File: src/rtl/core/pfdc_pkg.sv
`timescale 1ns / 1ps

package pfdc_pkg;

	// letter codes and square size
	localparam logic [4:0] LTR_X = 5'd23;
	localparam logic [4:0] LTR_J = 5'd9;
	localparam logic [4:0] LTR_I = 5'd8;
	localparam int SQ = 5;

	// configuration register indexes
	localparam logic [2:0] CFG_MODE = 3'd0;
	localparam logic [2:0] CFG_ROW0 = 3'd1;
	localparam logic [2:0] CFG_ROW1 = 3'd2;
	localparam logic [2:0] CFG_ROW2 = 3'd3;
	localparam logic [2:0] CFG_ROW3 = 3'd4;
	localparam logic [2:0] CFG_ROW4 = 3'd5;

	// reset square: A..Z without J, row-major
	localparam logic [24:0] KEY_ROW0_RST = 25'd4294688;
	localparam logic [24:0] KEY_ROW1_RST = 25'd10755269;
	localparam logic [24:0] KEY_ROW2_RST = 25'd16201099;
	localparam logic [24:0] KEY_ROW3_RST = 25'd21613104;
	localparam logic [24:0] KEY_ROW4_RST = 25'd27025109;

	typedef struct packed {
		logic [4:0] letter_code;
		logic       message_last;
	} item_t;

	typedef struct packed {
		logic [4:0] out_letter;
		logic       run_last;
		logic       message_end;
		logic       not_in_square;
	} res_t;

	// square: row, column, letter bits; column 0 in low bits of a row
	typedef logic [SQ-1:0][SQ-1:0][4:0] square_t;

	typedef struct packed {
		logic       found;
		logic [2:0] row;
		logic [2:0] col;
	} loc_t;

	typedef struct packed {
		logic [4:0] first;
		logic [4:0] second;
		logic       absent;
	} pair_out_t;

endpackage

File: src/rtl/core/playfair_digraph_cipher_top.sv
`timescale 1ns / 1ps

// channel  | handshake              | payload
// ---------+------------------------+-------------------------------
// item     | item_valid, item_ready | item_data (letter, message end)
// res      | res_valid, res_ready   | res_data (letter and flags)
// cfg      | cfg_valid, cfg_ready   | cfg_index, cfg_data
//
// an item is taken every cycle unless a pair in the pair register waits for
// the result buffer; a pair gives two results and a repeated letter at message
// end in encrypt mode four, one per cycle while res_ready is high, so a letter
// gives zero, two or four results. the first result passes through the pair
// register, then the result buffer. reset clears the held letter, selects
// encrypt and loads the square with A..Z without J. cfg_ready is always high.
module playfair_digraph_cipher_top (
	input  logic                clk,
	input  logic                arst_n,
	input  logic                item_valid,
	output logic                item_ready,
	input  pfdc_pkg::item_t     item_data,
	output logic                res_valid,
	input  logic                res_ready,
	output pfdc_pkg::res_t      res_data,
	input  logic                cfg_valid,
	output logic                cfg_ready,
	input  logic [2:0]          cfg_index,
	input  logic [24:0]         cfg_data
);
	import pfdc_pkg::*;

	// find a letter, J as I; last match in row-major order wins
	function automatic loc_t locate(input logic [4:0] letter, input square_t sq);
		logic [4:0] l;
		loc_t       loc;
		l = (letter == LTR_J) ? LTR_I : letter;
		loc = '0;
		for (int i = 0; i < SQ; i++) begin
			for (int k = 0; k < SQ; k++) begin
				if (sq[i][k] == l) begin
					loc.found = 1'b1;
					loc.row = 3'(i);
					loc.col = 3'(k);
				end
			end
		end
		return loc;
	endfunction

	// step one place with wrap, forward or back
	function automatic logic [2:0] step(input logic [2:0] v, input logic back);
		logic [2:0] r;
		if (back)
			r = (v == 3'd0) ? 3'(SQ - 1) : v - 3'd1;
		else
			r = (v == 3'(SQ - 1)) ? 3'd0 : v + 3'd1;
		return r;
	endfunction

	// playfair rules on one pair
	function automatic pair_out_t transform(input logic [4:0] a, input logic [4:0] b,
			input logic back, input square_t sq);
		loc_t       la;
		loc_t       lb;
		logic [2:0] r1, c1, r2, c2;
		pair_out_t  po;
		la = locate(a, sq);
		lb = locate(b, sq);
		r1 = la.row;
		c1 = la.col;
		r2 = lb.row;
		c2 = lb.col;
		if (la.col == lb.col) begin
			r1 = step(la.row, back);
			r2 = step(lb.row, back);
		end else if (la.row == lb.row) begin
			c1 = step(la.col, back);
			c2 = step(lb.col, back);
		end else begin
			c1 = lb.col;
			c2 = la.col;
		end
		po.first = sq[r1][c1];
		po.second = sq[r2][c2];
		po.absent = !(la.found && lb.found);
		return po;
	endfunction

	// configuration registers
	logic    decrypt_q;
	square_t key_q;
	logic [2:0] row_sel;

	assign cfg_ready = 1'b1;
	assign row_sel = cfg_index - CFG_ROW0;

	always_ff @(posedge clk or negedge arst_n) begin
		if (!arst_n) begin
			decrypt_q <= 1'b0;
			key_q[0] <= KEY_ROW0_RST;
			key_q[1] <= KEY_ROW1_RST;
			key_q[2] <= KEY_ROW2_RST;
			key_q[3] <= KEY_ROW3_RST;
			key_q[4] <= KEY_ROW4_RST;
		end else if (cfg_valid) begin
			unique case (cfg_index)
				CFG_MODE: decrypt_q <= cfg_data[0];
				CFG_ROW0, CFG_ROW1, CFG_ROW2, CFG_ROW3, CFG_ROW4: begin
					key_q[row_sel] <= cfg_data;
				end
				default: ;
			endcase
		end
	end

	// pairing state and the pair register
	logic       holding_q;
	logic [4:0] held_q;
	logic       valid_s1;
	logic [1:0] npairs_s1;
	logic       last_s1;
	logic [4:0] a0_s1, b0_s1, a1_s1, b1_s1;

	logic       item_xfer;
	logic       s1_move;
	logic       buf_free;
	logic       res_xfer;

	// pairing decision for the incoming letter
	logic       same_letter;
	logic       pa_valid;
	logic [4:0] pa_b;
	logic       hold_mid;
	logic [4:0] held_mid;
	logic       pb_valid;
	logic [1:0] npairs;
	logic [4:0] a0, b0;

	always_comb begin
		same_letter = ((held_q == LTR_J) ? LTR_I : held_q) ==
			((item_data.letter_code == LTR_J) ? LTR_I : item_data.letter_code);
		pa_valid = holding_q;
		pa_b = item_data.letter_code;
		hold_mid = 1'b1;
		held_mid = item_data.letter_code;
		if (holding_q) begin
			if (!decrypt_q && same_letter) begin
				pa_b = LTR_X;
			end else begin
				hold_mid = 1'b0;
				held_mid = held_q;
			end
		end
		pb_valid = item_data.message_last && hold_mid;
		npairs = 2'({1'b0, pa_valid} + {1'b0, pb_valid});
		a0 = pa_valid ? held_q : held_mid;
		b0 = pa_valid ? pa_b : LTR_X;
	end

	assign res_xfer = res_valid && res_ready;
	assign s1_move = valid_s1 && ((npairs_s1 == 2'd0) || buf_free);
	assign item_ready = !valid_s1 || s1_move;
	assign item_xfer = item_valid && item_ready;

	always_ff @(posedge clk or negedge arst_n) begin
		if (!arst_n) begin
			holding_q <= 1'b0;
			valid_s1 <= 1'b0;
		end else begin
			if (item_xfer) begin
				holding_q <= hold_mid && !item_data.message_last;
				valid_s1 <= 1'b1;
			end else if (s1_move) begin
				valid_s1 <= 1'b0;
			end
		end
	end

	always_ff @(posedge clk) begin
		if (item_xfer) begin
			held_q <= held_mid;
			npairs_s1 <= npairs;
			last_s1 <= item_data.message_last;
			a0_s1 <= a0;
			b0_s1 <= b0;
			a1_s1 <= held_mid;
			b1_s1 <= LTR_X;
		end
	end

	// cipher the pairs into the result buffer
	pair_out_t po0;
	pair_out_t po1;
	res_t      res_q [4];
	logic [1:0] rd_idx_q;
	logic [2:0] cnt_q;
	logic       load;

	assign po0 = transform(a0_s1, b0_s1, decrypt_q, key_q);
	assign po1 = transform(a1_s1, b1_s1, decrypt_q, key_q);
	assign buf_free = (cnt_q == 3'd0) || ((cnt_q == 3'd1) && res_xfer);
	assign load = s1_move && (npairs_s1 != 2'd0);

	always_ff @(posedge clk or negedge arst_n) begin
		if (!arst_n) begin
			rd_idx_q <= 2'd0;
			cnt_q <= 3'd0;
		end else if (load) begin
			rd_idx_q <= 2'd0;
			cnt_q <= {npairs_s1, 1'b0};
		end else if (res_xfer) begin
			rd_idx_q <= rd_idx_q + 2'd1;
			cnt_q <= cnt_q - 3'd1;
		end
	end

	always_ff @(posedge clk) begin
		if (load) begin
			res_q[0] <= '{out_letter: po0.first, run_last: 1'b0, message_end: 1'b0,
				not_in_square: po0.absent};
			res_q[1] <= '{out_letter: po0.second, run_last: npairs_s1 == 2'd1,
				message_end: (npairs_s1 == 2'd1) && last_s1, not_in_square: po0.absent};
			res_q[2] <= '{out_letter: po1.first, run_last: 1'b0, message_end: 1'b0,
				not_in_square: po1.absent};
			res_q[3] <= '{out_letter: po1.second, run_last: 1'b1,
				message_end: last_s1, not_in_square: po1.absent};
		end
	end

	// result port
	assign res_valid = (cnt_q != 3'd0);
	assign res_data = res_q[rd_idx_q];

endmodule
File: config.mk
export PLATFORM = sky130hd
export DESIGN_NAME = playfair_digraph_cipher_top
export DESIGN_NICKNAME = d
export VERILOG_FILES = /design/src/rtl/core/pfdc_pkg.sv /design/src/rtl/core/playfair_digraph_cipher_top.sv
export SDC_FILE = /design/constraint.sdc
export NUM_CORES = 1
export LEC_CHECK = 0
export BUFFER_PORTS_ARGS = -buffer_cell sky130_fd_sc_hd__clkbuf_2
export CORE_MARGIN = 10
export CORE_UTILIZATION = 45
export CTS_BUF_LIST = sky130_fd_sc_hd__clkbuf_4 sky130_fd_sc_hd__clkbuf_8
export CTS_CLUSTER_DIAMETER = 100
export CTS_CLUSTER_SIZE = 25
export DETAILED_ROUTE_END_ITERATION = 6
export PLACE_DENSITY = 0.64
export SYNTH_ARGS = -nofsm -noshare
export SYNTH_HDL_FRONTEND = slang
export SYNTH_SLANG_ARGS = --single-unit
File: constraint.sdc
create_clock -name clk -period 5.6 [get_ports clk]
set_input_delay 1.12 -clock clk [delete_from_list [all_inputs] [get_ports clk]]
set_output_delay 1.12 -clock clk [all_outputs]
set_load 0.01 [all_outputs]
==> flow_metrics.tcl, run 1 <==
set metrics [dict create \
    worst-path-max-fanout 31 \
    dieArea_mm2 0.0548 \
    holdWs_ns 0.488 \
    drv_slew 0 \
    use_met1_pct 48.7 \
    grt_usage_pct 39.3 \
    worst_slew_pin_slew_ns 1.09 \
    clock_skew_ns 0.0296 \
    chipHeight_um 234 \
    final_util_pct 50.1 \
    hold_viol 0 \
    setup_viol 0 \
    dr.pass1.iters 7 \
    clock_path_buffers 2 \
    avgSynthCellArea_um2 8.57 \
    grt_pass1_wl_um 152000 \
    synth_edf_count 43 \
    nets 2496 \
    ys_ff_latch 176 \
    drt-wirelength-per-cell_um 36.2 \
    root_buffer "clkbuf_8" \
    grt_pass1_vias 20154 \
    final_antenna_net_count 0 \
    dpl.hpwl_um 79900 \
    start_util_pct 45.5 \
    cts_tree "yes" \
    multi_input_area_mm2 0.0148 \
    synth_warnings 0 \
    startpoint_type "flip-flop" \
    path_clk_slew_ns 0.11 \
    vias 21831 \
    relSlewSlack_pct 26.4 \
    drive_gt1_share_pct 25.6 \
    syn_to_final_growth_pct 10.2 \
    met3_usage_pct 17.1 \
    reg2reg_slack_ns 0.15 \
    core_mm2 0.0454 \
    grt_overflow 0 \
    register_area_mm2 0.00469 \
    synth_flop_cell "dfrtp_1" \
    gp_congestion 1.14 \
    gr-usage-met2_pct 54.3 \
    rows 78 \
    hold_buffers 0 \
    grt_antenna_before_repair 13 \
    violations "design-rule violations" \
    drcViolationCount 140 \
    fmax_mhz 183 \
    detailedRoute.firstIterationViolations 3695 \
    timing.critical_path.cells "or4b_1, a21boi_2, nor3_4, nor4_1, o311ai_2, a31oi_4, xnor2_1, nand2_2, a311o_1, nand2_2, buf_12, mux2i_1, o22ai_1, o31ai_1, o2111ai_1" \
    viasPerCell 7.18 \
    synthArstFlopShare_pct 75.6 \
    cpMostUsedCell "nand2_2" \
    ys_types 121 \
    fin_crit_ns 5.45 \
    path_buf_inv 1 \
    critPathCaptureType "flip-flop" \
    fill_cells 4326 \
    cts_buffers 17 \
    cp.arrival_ns 5.75 \
    wirelength_um 110000 \
    crit_slowest_cell "or4b_1" \
    io_pins 50 \
    fin_crit_sh_pct 97.3 \
    die_w_um 234 \
    critical_path_required_ns 5.90 \
    criticalPathCategory "flip-flop to flip-flop" \
    syn_nets 2480 \
    critPathTopFamily "compound AO/OA/AOI/OAI gates" \
    yosysSeqAreaShare_pct 22.7 \
    cts_max_level 4 \
    hp-class "flip-flop to flip-flop" \
    slowest_delay_ns 0.72 \
    cts_sinks 176 \
    drv_cap 0 \
    clock_latency_ns 0.58 \
    grt_max_degree 87 \
    synthCells 2408 \
    syn_area_mm2 0.0206 \
    grt_busiest_layer "met2" \
    outcome "complete, but fails checks" \
    io_buffers 48 \
]
==> layout make-up <==
| cell class | instances | area share (%) |
|---|---|---|
| antenna | 4 | 0.0440 |
| clock buffer | 17 | 1.03 |
| clock inverter | 15 | 0.825 |
| inverter | 47 | 0.792 |
| multi-input combinational | 1927 | 65.0 |
| sequential | 176 | 20.6 |
| tap | 600 | 3.30 |
| timing repair buffer | 254 | 8.39 |
| timing repair inverter | 1 | 0.0220 |
==> cells in the mapped netlist (all sizes together) (46+ instances only) <==
cell type	number	share of area, %
o21ai	116	3.0
mux2	163	8.9
dfrtp	78	9.5
buf	110	2.9
nor2	79	1.5
or3	68	2.1
nand4	61	2.0
nor3	58	1.7
xnor2	77	3.4
nand3	129	3.2
clkbuf	148	2.7
inv	46	0.84
xor2	254	11
a21oi	72	1.9
nor4	74	2.3
dfstp	55	7.0
mux2i	134	6.5
nand2	176	3.4
==> placed cells by master (no fill, tap or decap), types with 63 or more instances in the layout <==
cell type	count
o21ai_0	100
nor2_1	73
nor4_1	66
nand2_1	169
nand3_1	128
mux2i_1	132
or3_1	67
buf_4	196
dfrtp_1	77
xor2_1	253
a21oi_1	63
mux2_2	157
xnor2_1	74
==> worst paths after layout <==
path / from / end / cells past startpoint
min in group asynchronous: arst_n / key_q[38]$_DFFE_PN0P_ / 1
min reg2reg: last_s1$_DFFE_PP_ / res_q[3][1]$_DFFE_PP_ / 0
max: a0_s1[4]$_DFFE_PP_ / res_q[0][7]$_DFFE_PP_ / 15
min: last_s1$_DFFE_PP_ / res_q[3][1]$_DFFE_PP_ / 0
max reg2reg: a0_s1[4]$_DFFE_PP_ / res_q[0][7]$_DFFE_PP_ / 15
max in group asynchronous: arst_n / key_q[55]$_DFFE_PN0P_ / 2
==> layer usage <==
| metal | vias up | wire [µm] |
|---|---|---|
| met3 | 498 | 16500 |
| met2 | 1843 | 43300 |
| met1 | 10604 | 41100 |
| li1 | 8874 | - |
| met5 | - | 163 |
| met4 | 12 | 9030 |
==> what timing repair did <==
item / in CTS / in global routing
gates resized for setup: 0 / 24
buffers inserted: 0 / 0
setup endpoints to repair: 0 / 16
==> through the flow <==
| step | instance area, µm² | std cells | worst slack (ns) | setup TNS [ns] |
|---|---|---|---|---|
| floorplan | 20600 | 2408 | 0.752 | 0 |
| global placement | 22200 | 3004 | 0.0657 | 0 |
| detailed placement | 22200 | 3004 | 0.0708 | 0 |
| CTS | 22600 | 3036 | 0.0562 | 0 |
| global route | 22700 | 3038 | -0.00570 | -0.00570 |
| finish | 22800 | 3041 | 0.149 | 0 |
==> sequential cells by signal, summed over array words and instances, names as in the netlist, 2 cells and up, named ones only <==
register,cells
key_q,125
res_q,25
a0_s1,5
b0_s1,5
cnt_q,3
npairs_s1,2
rd_idx_q,2
==> kinds of logic (layout without fill, tap and decap cells) <==
| group | Yosys count | in the layout | synth area share [%] |
|---|---|---|---|
| AND/OR/NAND/NOR | 795 | 795 | 21.4 |
| AO/OA/AOI/OAI | 455 | 455 | 16.0 |
| XOR/XNOR | 331 | 331 | 14.3 |
| multiplexers | 312 | 312 | 17.1 |
| buffers and inverters | 305 | 334 | 6.45 |
| flip-flops | 176 | 176 | 22.7 |
| adder cells (fa/ha/maj) | 33 | 33 | 2.00 |
| other | 1 | 5 | 0.0182 |
Power of run 1 is left out: the tool's default activity adds up to more than one toggle a clock period on the data nets, which glitch-free logic cannot reach.
==> run 2, diff against run 1 <==
- CTS_BUF_LIST: sky130_fd_sc_hd__clkbuf_4 sky130_fd_sc_hd__clkbuf_8 -> sky130_fd_sc_hd__clkbuf_16
- GPL_TIMING_DRIVEN: not set -> 0
==> flow_metrics.tcl, run 2 (synthesis gave the netlist of run 1 again) <==
set metrics [dict create \
    outcome "complete, but fails checks" \
    violations "negative setup slack" \
    criticalPathCategory "flip-flop to flip-flop" \
    cp.arrival_ns 5.86 \
    cts_tree "yes" \
    drv_cap 0 \
    placed_cell_area_mm2 0.0217 \
    path_clk_slew_ns 0.09 \
    drt-wirelength-per-cell_um 37.5 \
    largest_reg_flops 125 \
    critPathTopFamily "compound AO/OA/AOI/OAI gates" \
    io_pins 50 \
    nets 2488 \
    tns_ns -0.0306 \
    cts_sinks 176 \
    startpoint_type "flip-flop" \
    syn_to_final_growth_pct 10.9 \
    fin_crit_ns 5.62 \
    final_antenna_net_count 0 \
    grt_antenna_before_repair 7 \
    stdcell_area_mm2 0.0229 \
    drive_gt1_share_pct 25.6 \
    worstHoldStart "last_s1$_DFFE_PP_" \
    gp_congestion 1.05 \
    clock_latency_ns 0.50 \
    start_util_pct 45.5 \
    post-route-worst-setup-slack_ns -0.0230 \
    setup_viol 2 \
    core_mm2 0.0454 \
    drv_slew 0 \
    timing.rr.start "key_q[17]$_DFFE_PN0P_" \
    worst_slew_pin_slew_ns 1.46 \
    top_register "key_q" \
    grt_pass1_wl_um 156000 \
    cts_buffers 17 \
    chipHeight_um 234 \
    hold-path-cell-count 0 \
    relSlewSlack_pct 1.80 \
    clock_skew_ns 0.0258 \
    drcViolationCount 0 \
    critPathCaptureType "flip-flop" \
    grt_usage_pct 40.8 \
    dpl.hpwl_um 78700 \
    reg2reg_slack_ns -0.02 \
    reg_top3 "key_q x125, res_q x25" \
    clock_path_buffers 2 \
    rsz0062_at_grt "true" \
    crit_slowest_cell "buf_1" \
    hp-class "flip-flop to flip-flop" \
    die_w_um 234 \
    min_to "res_q[3][1]$_DFFE_PP_" \
    fin_crit_sh_pct 100 \
    vias 21689 \
    path_buf_inv 3 \
    timing.critical_path.cells "buf_1, xnor2_1, nand4_1, nor3_1, o2111ai_1, a21oi_1, o21bai_1, a21oi_4, xor2_4, buf_4, nand2_2, a21oi_4, buf_4, mux4_2, a22oi_1, o2111ai_1" \
    hold_buffers 0 \
    grt_overflow 0 \
    worst-path-max-fanout 10 \
    critical_path_required_ns 5.83 \
    final_common_cell "xor2_1" \
    dieArea_mm2 0.0548 \
    r2r_cells 16 \
    mostFrequentLayoutCells "xor2_1, nand2_1, mux2_2, mux2i_1, nand3_1" \
    fmax_mhz 178 \
    rows 78 \
    wirelength_um 114000 \
    hold_viol 0 \
    detailedRoute.firstIterationViolations 3202 \
    slowest_delay_ns 0.83 \
    grt_max_degree 102 \
    root_buffer "clkbuf_16" \
    dr.pass1.iters 6 \
    viasPerCell 7.15 \
    r2r-end "res_q[0][3]$_DFFE_PP_" \
    io_buffers 48 \
    cts_max_level 4 \
    grt_pass1_vias 20428 \
]
[run 2: changes by cell type in the layout (fill, tap and decap cells not counted), moves of 9 or more]
cell and change:
buf_12 -9, buf_4 -145, clkbuf_8 -16, clkbuf_4 +17, dfrtp_2 +10, dfrtp_1 -10
clkbuf_1 +46, clkbuf_16 +17, nor4_2 +11, clkbuf_2 +24, nor4_1 -16, buf_1 +10
buf_2 +40
[run 2: final cells by class]
class	count	area [µm²]
Clock buffer	17	425
Sequential cell	176	4710
Buffer	169	933
Clock inverter	15	154
Inverter	47	176
Tap cell	600	751
Multi-Input combinational cell	1927	15200
Antenna cell	4	10.0
Fill cell	4393	22500
Timing Repair Buffer	78	494
[run 2: repair_timing]
item | 4_1_cts | 5_1_grt
resized for setup | 67 | 131
hold endpoints to repair | 0 | 0
pin swaps | 2 | 25
setup endpoints to repair | 20 | 20
buffers inserted | 4 | 25
[run 2: per-layer routing]
layer	part of all wire [%]	global-route usage [%]	routed length, µm
met2	41	57.2	46200
met1	37	50.7	42600
met3	14	15.5	15800
met4	8.2	28.3	9290
met5	0	0	0
[run 2: per-stage QoR]
step | utilization, % | setup slack [ns] | cells | hold slack (ns)
after floorplan | - | 0.752 | 2408 | 0.419
after global placement | 47.7 | -1.10 | 3056 | 0.445
after detailed placement | 47.8 | -1.02 | 3057 | 0.439
after CTS | 49.1 | 0.000119 | 3014 | 0.458
after global routing | 50.4 | -0.0348 | 3029 | 0.479
final | 50.4 | -0.0230 | 3033 | 0.454
[run 2: worst max-delay path by stage]
stage,from,to,depth (start not counted)
after floorplan,b0_s1[1]$_SDFFCE_PP1P_,res_q[1][7]$_DFFE_PP_,18
after global placement,key_q[58]$_DFFE_PN1P_,res_q[3][5]$_DFFE_PP_,17
after detailed placement,key_q[58]$_DFFE_PN1P_,res_q[3][5]$_DFFE_PP_,17
after CTS,key_q[61]$_DFFE_PN0P_,res_q[3][5]$_DFFE_PP_,16
after global routing,b0_s1[2]$_SDFFCE_PP1P_,res_q[0][3]$_DFFE_PP_,18
final,key_q[17]$_DFFE_PN0P_,res_q[0][3]$_DFFE_PP_,16
Power of run 2 is left out for the same reason.
